### config.mk
export PLATFORM = sky130hd
export DESIGN_NAME = utf8_decode_glyph_slot_assign_top
export DESIGN_NICKNAME = d
export VERILOG_FILES = /design/src/hdl/ugsa_pkg.sv /design/src/hdl/ugsa_glyph_cell.sv /design/src/hdl/ugsa_decoder.sv /design/src/hdl/utf8_decode_glyph_slot_assign_top.sv
export SDC_FILE = /design/constraint.sdc
export NUM_CORES = 2
export LEC_CHECK = 0
export BUFFER_PORTS_ARGS = -buffer_cell sky130_fd_sc_hd__buf_2
export CAP_MARGIN = 30
export CELL_PAD_IN_SITES_DETAIL_PLACEMENT = 2
export CELL_PAD_IN_SITES_GLOBAL_PLACEMENT = 2
export CORE_ASPECT_RATIO = 2
export CORE_MARGIN = 3
export CORE_UTILIZATION = 48
export DETAILED_ROUTE_END_ITERATION = 16
export PLACE_DENSITY = 0.75
export SETUP_SLACK_MARGIN = 0.4
export SYNTH_ARGS = -nofsm -noshare
export SYNTH_HDL_FRONTEND = slang
export SYNTH_HIERARCHICAL = 1
export SYNTH_SLANG_ARGS = --single-unit
export TNS_END_PERCENT = 50
### constraint.sdc
create_clock -name clk -period 16.56 [get_ports clk]
set_clock_uncertainty 0.05 [all_clocks]
set_input_delay 3.312 -clock clk [delete_from_list [all_inputs] [get_ports clk]]
set_output_delay 3.312 -clock clk [all_outputs]
set_load 0.05 [all_outputs]
### src/hdl/ugsa_pkg.sv
// shared types and constants of the utf-8 decoder with glyph slot assignment
// depends on nothing
package ugsa_pkg;

	localparam int CODE_W = 21;
	localparam int POS_W  = 10;
	localparam int SLOT_W = 7;
	localparam int POS_FIELD_MAX = 1023;

	// lead byte classes
	localparam logic [7:0] ASCII_MASK = 8'h80;
	localparam logic [7:0] LEAD2_MASK = 8'hE0;
	localparam logic [7:0] LEAD2_CODE = 8'hC0;
	localparam logic [7:0] LEAD3_MASK = 8'hF0;
	localparam logic [7:0] LEAD3_CODE = 8'hE0;
	localparam logic [7:0] LEAD4_MASK = 8'hF8;
	localparam logic [7:0] LEAD4_CODE = 8'hF0;

	// one decoded character heading for the glyph cells
	typedef struct packed {
		logic [CODE_W-1:0] code_point;
		logic [POS_W-1:0]  char_position;
	} dec_item_t;

endpackage

### src/hdl/ugsa_glyph_cell.sv
// one glyph table entry: stored code point, valid flag and compare
// depends on ugsa_pkg; cells form a chain through their valid flags
module ugsa_glyph_cell (
	input  logic                       clk,
	input  logic                       arst_n,
	input  logic                       insert,
	input  logic                       prev_valid,
	input  logic [ugsa_pkg::CODE_W-1:0] lookup_code,
	output logic                       valid,
	output logic                       match
);
	import ugsa_pkg::*;

	logic              valid_q;
	logic [CODE_W-1:0] code_q;
	logic              wr_en;

	// the first empty cell after a filled neighbor takes the new code
	assign wr_en = insert & prev_valid & ~valid_q;

	always_ff @(posedge clk or negedge arst_n) begin
		if (!arst_n) begin
			valid_q <= 1'b0;
		end else if (wr_en) begin
			valid_q <= 1'b1;
		end
	end

	always_ff @(posedge clk) begin
		if (wr_en) begin
			code_q <= lookup_code;
		end
	end

	assign valid = valid_q;
	assign match = valid_q & (code_q == lookup_code);

endmodule

### src/hdl/ugsa_decoder.sv
// byte-serial utf-8 sequence collector with position counter
// depends on ugsa_pkg; feeds one decoded character per cycle at most
module ugsa_decoder #(
	parameter int POS_CAP = 1023
) (
	input  logic                  clk,
	input  logic                  arst_n,
	input  logic                  in_fire,
	input  logic [7:0]            text_byte,
	input  logic                  first_of_text,
	input  logic                  advance,
	output logic                  valid_s1,
	output ugsa_pkg::dec_item_t   item_s1
);
	import ugsa_pkg::*;

	logic [CODE_W-1:0] partial_q;
	logic [1:0]        pending_q;
	logic [CODE_W-1:0] last_q;
	logic [POS_W-1:0]  pos_q;
	logic              valid_q;

	logic [CODE_W-1:0] partial_in, last_in, partial_nx, last_nx, cp;
	logic [1:0]        pending_in, pending_nx;
	logic [POS_W-1:0]  pos_in, pos_nx;
	logic              emit;

	// next decoder state for the incoming byte
	always_comb begin
		partial_in = first_of_text ? '0 : partial_q;
		pending_in = first_of_text ? '0 : pending_q;
		last_in    = first_of_text ? '0 : last_q;
		pos_in     = first_of_text ? '0 : pos_q;
		partial_nx = partial_in;
		pending_nx = pending_in;
		last_nx    = last_in;
		cp         = last_in;
		emit       = 1'b0;
		if (pending_in != 2'd0) begin
			partial_nx = {partial_in[CODE_W-7:0], text_byte[5:0]};
			pending_nx = pending_in - 2'd1;
			cp         = partial_nx;
			emit       = (pending_nx == 2'd0);
		end else if ((text_byte & ASCII_MASK) == 8'h00) begin
			cp   = {{(CODE_W-8){1'b0}}, text_byte};
			emit = 1'b1;
		end else if ((text_byte & LEAD2_MASK) == LEAD2_CODE) begin
			partial_nx = {{(CODE_W-5){1'b0}}, text_byte[4:0]};
			pending_nx = 2'd1;
		end else if ((text_byte & LEAD3_MASK) == LEAD3_CODE) begin
			partial_nx = {{(CODE_W-4){1'b0}}, text_byte[3:0]};
			pending_nx = 2'd2;
		end else if ((text_byte & LEAD4_MASK) == LEAD4_CODE) begin
			partial_nx = {{(CODE_W-3){1'b0}}, text_byte[2:0]};
			pending_nx = 2'd3;
		end else begin
			// stray continuation or invalid lead repeats the last character
			emit = 1'b1;
		end
		pos_nx = pos_in;
		if (emit) begin
			last_nx = cp;
			if (pos_in < POS_W'(POS_CAP)) begin
				pos_nx = pos_in + 1'b1;
			end
		end
	end

	// decoder control state
	always_ff @(posedge clk or negedge arst_n) begin
		if (!arst_n) begin
			partial_q <= '0;
			pending_q <= '0;
			last_q    <= '0;
			pos_q     <= '0;
			valid_q   <= 1'b0;
		end else if (in_fire) begin
			partial_q <= partial_nx;
			pending_q <= pending_nx;
			last_q    <= last_nx;
			pos_q     <= pos_nx;
			valid_q   <= emit;
		end else if (advance) begin
			valid_q   <= 1'b0;
		end
	end

	// decoded character register
	always_ff @(posedge clk) begin
		if (in_fire) begin
			item_s1.code_point    <= cp;
			item_s1.char_position <= pos_in;
		end
	end

	assign valid_s1 = valid_q;

endmodule

### src/hdl/utf8_decode_glyph_slot_assign_top.sv
// Byte-stream UTF-8 decoder with dense glyph slot assignment. One text byte is
// accepted per cycle; output stalls hold the pipeline, and a byte is still
// taken while the decode register is empty. A finished character passes the
// decode register and then the output register. The glyph lookup is a
// combinational compare across a chain of GLYPH_SLOTS cells, one per slot; the
// first empty cell after a filled one takes a new code point, so slots fill in
// order and the table empties only on reset. That compare sets the clock rate.
// depends on ugsa_pkg, ugsa_decoder and ugsa_glyph_cell
module utf8_decode_glyph_slot_assign_top #(
	parameter int GLYPH_SLOTS = 128,
	parameter int MAX_CHARS   = 1024
) (
	input  logic        clk,
	input  logic        arst_n,
	input  logic        s_tvalid,
	output logic        s_tready,
	input  logic [7:0]  s_tdata,   // text_byte[7:0]
	input  logic [0:0]  s_tuser,   // first_of_text[0]
	output logic        m_tvalid,
	input  logic        m_tready,
	// code_point[20:0], glyph_slot[27:21], new_glyph[28], table_full[29],
	// char_position[39:30]
	output logic [39:0] m_tdata
);
	import ugsa_pkg::*;

	localparam int SW = $clog2(GLYPH_SLOTS);
	localparam int CW = $clog2(GLYPH_SLOTS + 1);
	localparam int PosCap = (MAX_CHARS - 1 < POS_FIELD_MAX) ? MAX_CHARS - 1 : POS_FIELD_MAX;

	logic              advance, in_fire, fire_s2, valid_s1;
	dec_item_t         item_s1;
	logic [GLYPH_SLOTS-1:0] cell_valid, cell_match;
	logic [GLYPH_SLOTS:0]   valid_chain;
	logic [SW-1:0]     hit_idx;
	logic              hit, full, insert;
	logic [CW-1:0]     slots_used_q;
	logic [SW-1:0]     slot;
	logic              m_tvalid_q;
	logic [39:0]       m_tdata_q;

	// flow control: the pipeline moves whenever the output register is free
	assign advance  = ~m_tvalid_q | m_tready;
	assign s_tready = ~valid_s1 | advance;
	assign in_fire  = s_tvalid & s_tready;
	assign fire_s2  = valid_s1 & advance;

	ugsa_decoder #(
		.POS_CAP(PosCap)
	) u_decoder (
		.clk          (clk),
		.arst_n       (arst_n),
		.in_fire      (in_fire),
		.text_byte    (s_tdata),
		.first_of_text(s_tuser[0]),
		.advance      (advance),
		.valid_s1     (valid_s1),
		.item_s1      (item_s1)
	);

	// chain of glyph cells, linked by their valid flags
	assign valid_chain[0] = 1'b1;
	for (genvar g = 0; g < GLYPH_SLOTS; g++) begin : g_cell
		ugsa_glyph_cell u_cell (
			.clk        (clk),
			.arst_n     (arst_n),
			.insert     (insert),
			.prev_valid (valid_chain[g]),
			.lookup_code(item_s1.code_point),
			.valid      (cell_valid[g]),
			.match      (cell_match[g])
		);
		assign valid_chain[g+1] = cell_valid[g];
	end

	// stored codes are unique, so at most one cell matches
	always_comb begin
		hit_idx = '0;
		for (int k = 0; k < GLYPH_SLOTS; k++) begin
			if (cell_match[k]) begin
				hit_idx = hit_idx | SW'(k);
			end
		end
	end

	assign hit    = |cell_match;
	assign full   = (slots_used_q == CW'(GLYPH_SLOTS));
	assign insert = fire_s2 & ~hit & ~full;
	assign slot   = hit ? hit_idx : (full ? '0 : slots_used_q[SW-1:0]);

	// fill count of the glyph table
	always_ff @(posedge clk or negedge arst_n) begin
		if (!arst_n) begin
			slots_used_q <= '0;
		end else if (insert) begin
			slots_used_q <= slots_used_q + 1'b1;
		end
	end

	// output register
	always_ff @(posedge clk or negedge arst_n) begin
		if (!arst_n) begin
			m_tvalid_q <= 1'b0;
		end else if (advance) begin
			m_tvalid_q <= valid_s1;
		end
	end

	always_ff @(posedge clk) begin
		if (fire_s2) begin
			m_tdata_q <= {item_s1.char_position, ~hit & full, ~hit & ~full,
				SLOT_W'({{(32 - SW){1'b0}}, slot}), item_s1.code_point};
		end
	end

	assign m_tvalid = m_tvalid_q;
	assign m_tdata  = m_tdata_q;

endmodule

==> flow_metrics.tcl <==
set metrics [dict create \
    overflow 0 \
    cp.arrival_ps 9030 \
    reg2reg_to "g_cell[86].u_cell/code_q[8]" \
    top_usage_layer "met2" \
    finalSetupViolCount 0 \
    track_usage_pct 30.2 \
    crit_cells 18 \
    drt_wl_total_um 392000 \
    fin_crit_sh_pct 51.5 \
    ir_drop_v 0.0000984 \
    dpl.hpwl_um 222000 \
    p_int_w 0.0122 \
    synthFlopType "edfxtp_1" \
    grt_use_met1_pct 34.2 \
    die_area_mm2 0.259 \
    drive_above_1_share_pct 9.20 \
    grt_pass1_wl_um 572000 \
    rrSetupSlack_ps 8020 \
    ys_seq_elements 2945 \
    antenna_found_initial 12 \
    wl_per_cell_um 34.1 \
    dieWidth_um 361 \
    pwr_density_cell_mw_per_mm2 119 \
    route.vias.total 68002 \
    endpoint_kind "flop" \
    hold_start "u_decoder/item_s1[8]" \
    place_congestion 0.836 \
    crit_chain "buf_4 -> buf_4 -> buf_12 -> xor2_1 -> nor4_1 -> nand4_1 -> nor2_1 -> nor4_1 -> buf_4 -> nand4_1 -> nor4_2 -> nand3_1 -> nor2_4 -> buf_4 -> buf_4 -> nand2_1 -> nor2_1 -> buf_4" \
    ctsHtreeMaxLevel 5 \
    nNetsFinal 8019 \
    startpoint_type "flop" \
    clk_pin_slew_ps 70 \
    first_iter_violations 5306 \
    synth_edf_count 2759 \
    rows 260 \
    combPwrFrac_pct 9.3 \
    worstHoldEndpoint "m_tdata[38]" \
    synth_area_mm2 0.121 \
    max_slew_margin_pct 27.0 \
    synth_area_per_cell_um2 16.4 \
    crit_top_cell "buf_4" \
    dp_cells 11001 \
    crit_family "simple AND/OR/NAND/NOR gates" \
    tns_ps 0 \
    drcViolationCount 0 \
    grt_use_met3_pct 3.84 \
    tightest_slew_ps 1090 \
    cts_setup_buffers 0 \
    syn-num-nets 7411 \
    vias_per_cell 5.92 \
    drv_slew 0 \
    clock_latency_ps 880 \
    cts_tree "yes" \
    synth-seq-area-share_pct 72.2 \
    slowest_stage "edfxtp_1" \
    ant_nets 0 \
    hold_path_class "reg -> reg" \
    drt_pass1_iterations 7 \
    worstHoldPathCells 0 \
    stdcell_count 11487 \
    hold_viol 0 \
    leakage_nw 48.6 \
    cp_num_buf_inv 7 \
    rr_startpoint "u_decoder/item_s1[27]" \
    fin_crit_ps 8540 \
    initial_core_util_pct 48.3 \
    async_reset_ff_share_pct 6.32 \
    grtUsageMet2_pct 56.4 \
    seqPwrFrac_pct 51.8 \
    p_sw_w 0.00409 \
    cts_sinks 2945 \
    cts-root-buf "clkbuf_16" \
    synth_warnings 6 \
    cts_resized 0 \
    power_frac_clock_pct 38.9 \
    pin_count 55 \
    drv_cap 0 \
    worst_path_largest_cell_delay_ps 950 \
    yosysUniqueCellTypes 71 \
    numCtsBuffers 273 \
    worstPathRequired_ps 17060 \
    areaGrowthSynthToFinish_pct 12.7 \
    status "finished clean" \
    grt_max_degree 107 \
    grt_pass1_vias 78549 \
    critPathMaxFanout 70 \
    coreArea_mm2 0.251 \
    synthCells 7395 \
    max_freq_mhz 117 \
    clockBufferDepth 4 \
    ff2ff_path_depth 18 \
    crit_type "reg -> reg" \
    cts_hold_buf 0 \
    io_buffers 54 \
    die_y_um 717 \
    p_sw_share_pct 25.2 \
    rsz0062_at_grt "false" \
]
state kept, by name, indices dropped and copies added, names as in the netlist:
| register | count |
|---|---|
| u_decoder/pending_q | 2 |
| u_decoder/last_q | 21 |
| u_decoder/item_s1 | 31 |
| u_decoder/pos_q | 10 |
| g_cell.u_cell/code_q | 2688 |
| slots_used_q | 8 |
| u_decoder/partial_q | 15 |
| m_tvalid | 1 |
| m_tdata | 40 |
| u_decoder/valid_s1 | 1 |
| g_cell.u_cell/valid | 128 |
cell usage in the layout, fill, tap and decap left out, drive strengths merged, types with 5 or more instances in the layout:
| cell | instances |
|---|---|
| o21ai | 15 |
| xnor2 | 130 |
| dfrtp | 186 |
| inv | 9 |
| xor2 | 2573 |
| clkbuf | 395 |
| nor2 | 283 |
| nor3 | 20 |
| nor2b | 10 |
| nor4 | 692 |
| and3 | 5 |
| nand2 | 177 |
| edfxtp | 2759 |
| nand4 | 145 |
| a22o | 42 |
| buf | 349 |
| clkinvlp | 7 |
| nand2b | 137 |
| clkinv | 65 |
| nand3 | 141 |
| bufinv | 11 |
logic make-up (layout without fill, tap and decap cells):
family | Yosys count | count (layout) | share of synthesized area (%)
flops | 2945 | 2945 | 72.2
other cells | 1 | 4 | 0.00309
xor+xnor | 2703 | 2703 | 19.5
buf+inv | 22 | 836 | 0.117
fa+ha+maj | 3 | 3 | 0.0310
simple gates | 1631 | 1631 | 7.41
compound gates | 87 | 87 | 0.670
mux | 3 | 3 | 0.0268
final cells by class:
| type | count | area [um2] |
|---|---|---|
| Fill cell | 21998 | 114000 |
| Sequential cell | 2945 | 87500 |
| Multi-Input combinational cell | 4428 | 33600 |
| Clock buffer | 395 | 7760 |
| Tap cell | 3275 | 4100 |
| Timing Repair Buffer | 349 | 2930 |
| Clock inverter | 86 | 724 |
| Inverter | 6 | 22.5 |
| Antenna cell | 3 | 7.51 |
cells in the mapped netlist, types with 4 or more instances:
library cell / number / area share [%]
edfxtp_1: 2759 / 68
xor2_1: 2573 / 19
nor4_1: 689 / 3.6
nor2_1: 283 / 0.88
dfrtp_1: 186 / 3.8
nand2_1: 176 / 0.55
nand4_1: 143 / 0.74
nand3_1: 141 / 0.58
nand2b_1: 137 / 0.71
xnor2_1: 130 / 0.94
a22o_1: 32 / 0.23
nor3_1: 18 / 0.074
nor2b_1: 9 / 0.046
o21ai_0: 8 / 0.033
a22o_4: 7 / 0.10
buf_6: 6 / 0.056
inv_1: 6 / 0.019
o21ai_1: 6 / 0.025
buf_2: 5 / 0.021
and3_1: 4 / 0.021
layer usage:
metal | vias to the layer above | routed length [um]
li1 | 28516 | -
met1 | 36763 | 141000
met2 | 1918 | 212000
met3 | 795 | 16500
met4 | 10 | 21100
met5 | - | 64
power groups by stage:
stage | clock network, W | logic [W] | registers (W)
floorplan | 0 | 0.000553 | 0.00894
global placement | 0 | 0.00136 | 0.00857
detailed placement | 0 | 0.00147 | 0.00858
CTS | 0.00645 | 0.00152 | 0.00842
global route | 0.00668 | 0.00160 | 0.00843
finish | 0.00632 | 0.00151 | 0.00842
worst max-delay path by stage:
stage,startpoint,end,slack (ps)
floorplan,u_decoder/item_s1[10],g_cell[0].u_cell/code_q[0],3680
global placement,u_decoder/item_s1[27],g_cell[86].u_cell/code_q[17],8410
detailed placement,u_decoder/item_s1[27],g_cell[86].u_cell/code_q[8],8210
CTS,u_decoder/item_s1[27],g_cell[86].u_cell/code_q[8],8160
global route,u_decoder/item_s1[24],g_cell[86].u_cell/code_q[19],7870
finish,u_decoder/item_s1[27],g_cell[86].u_cell/code_q[8],8020
per-stage QoR:
| step | utilization, % | power, W | area (um2) | hold slack (ps) | worst slack, ps |
|---|---|---|---|---|---|
| after floorplan | - | 0.00949 | 121000 | 350 | 3680 |
| after global routing | 54.5 | 0.0167 | 137000 | 407 | 7870 |
| after CTS | 54.5 | 0.0164 | 137000 | 386 | 8160 |
| final | 54.5 | 0.0163 | 137000 | 386 | 8020 |
| after global placement | 51.0 | 0.00993 | 128000 | 372 | 8410 |
| after detailed placement | 51.1 | 0.0100 | 128000 | 358 | 8210 |
worst reg2reg max path: stages (launching register included):
cell and delay (ps):
edfxtp_1 950, buf_4 400, buf_4 540, buf_12 510, xor2_1 280, nor4_1 80
nand4_1 290, nor2_1 180, nor4_1 850, buf_4 270, nand4_1 130, nor4_2 510
nand3_1 200, nor2_4 590, buf_4 570, buf_4 700, nand2_1 260, nor2_1 500
buf_4 360
No activity file was read; power rests on OpenSTA's default activity.
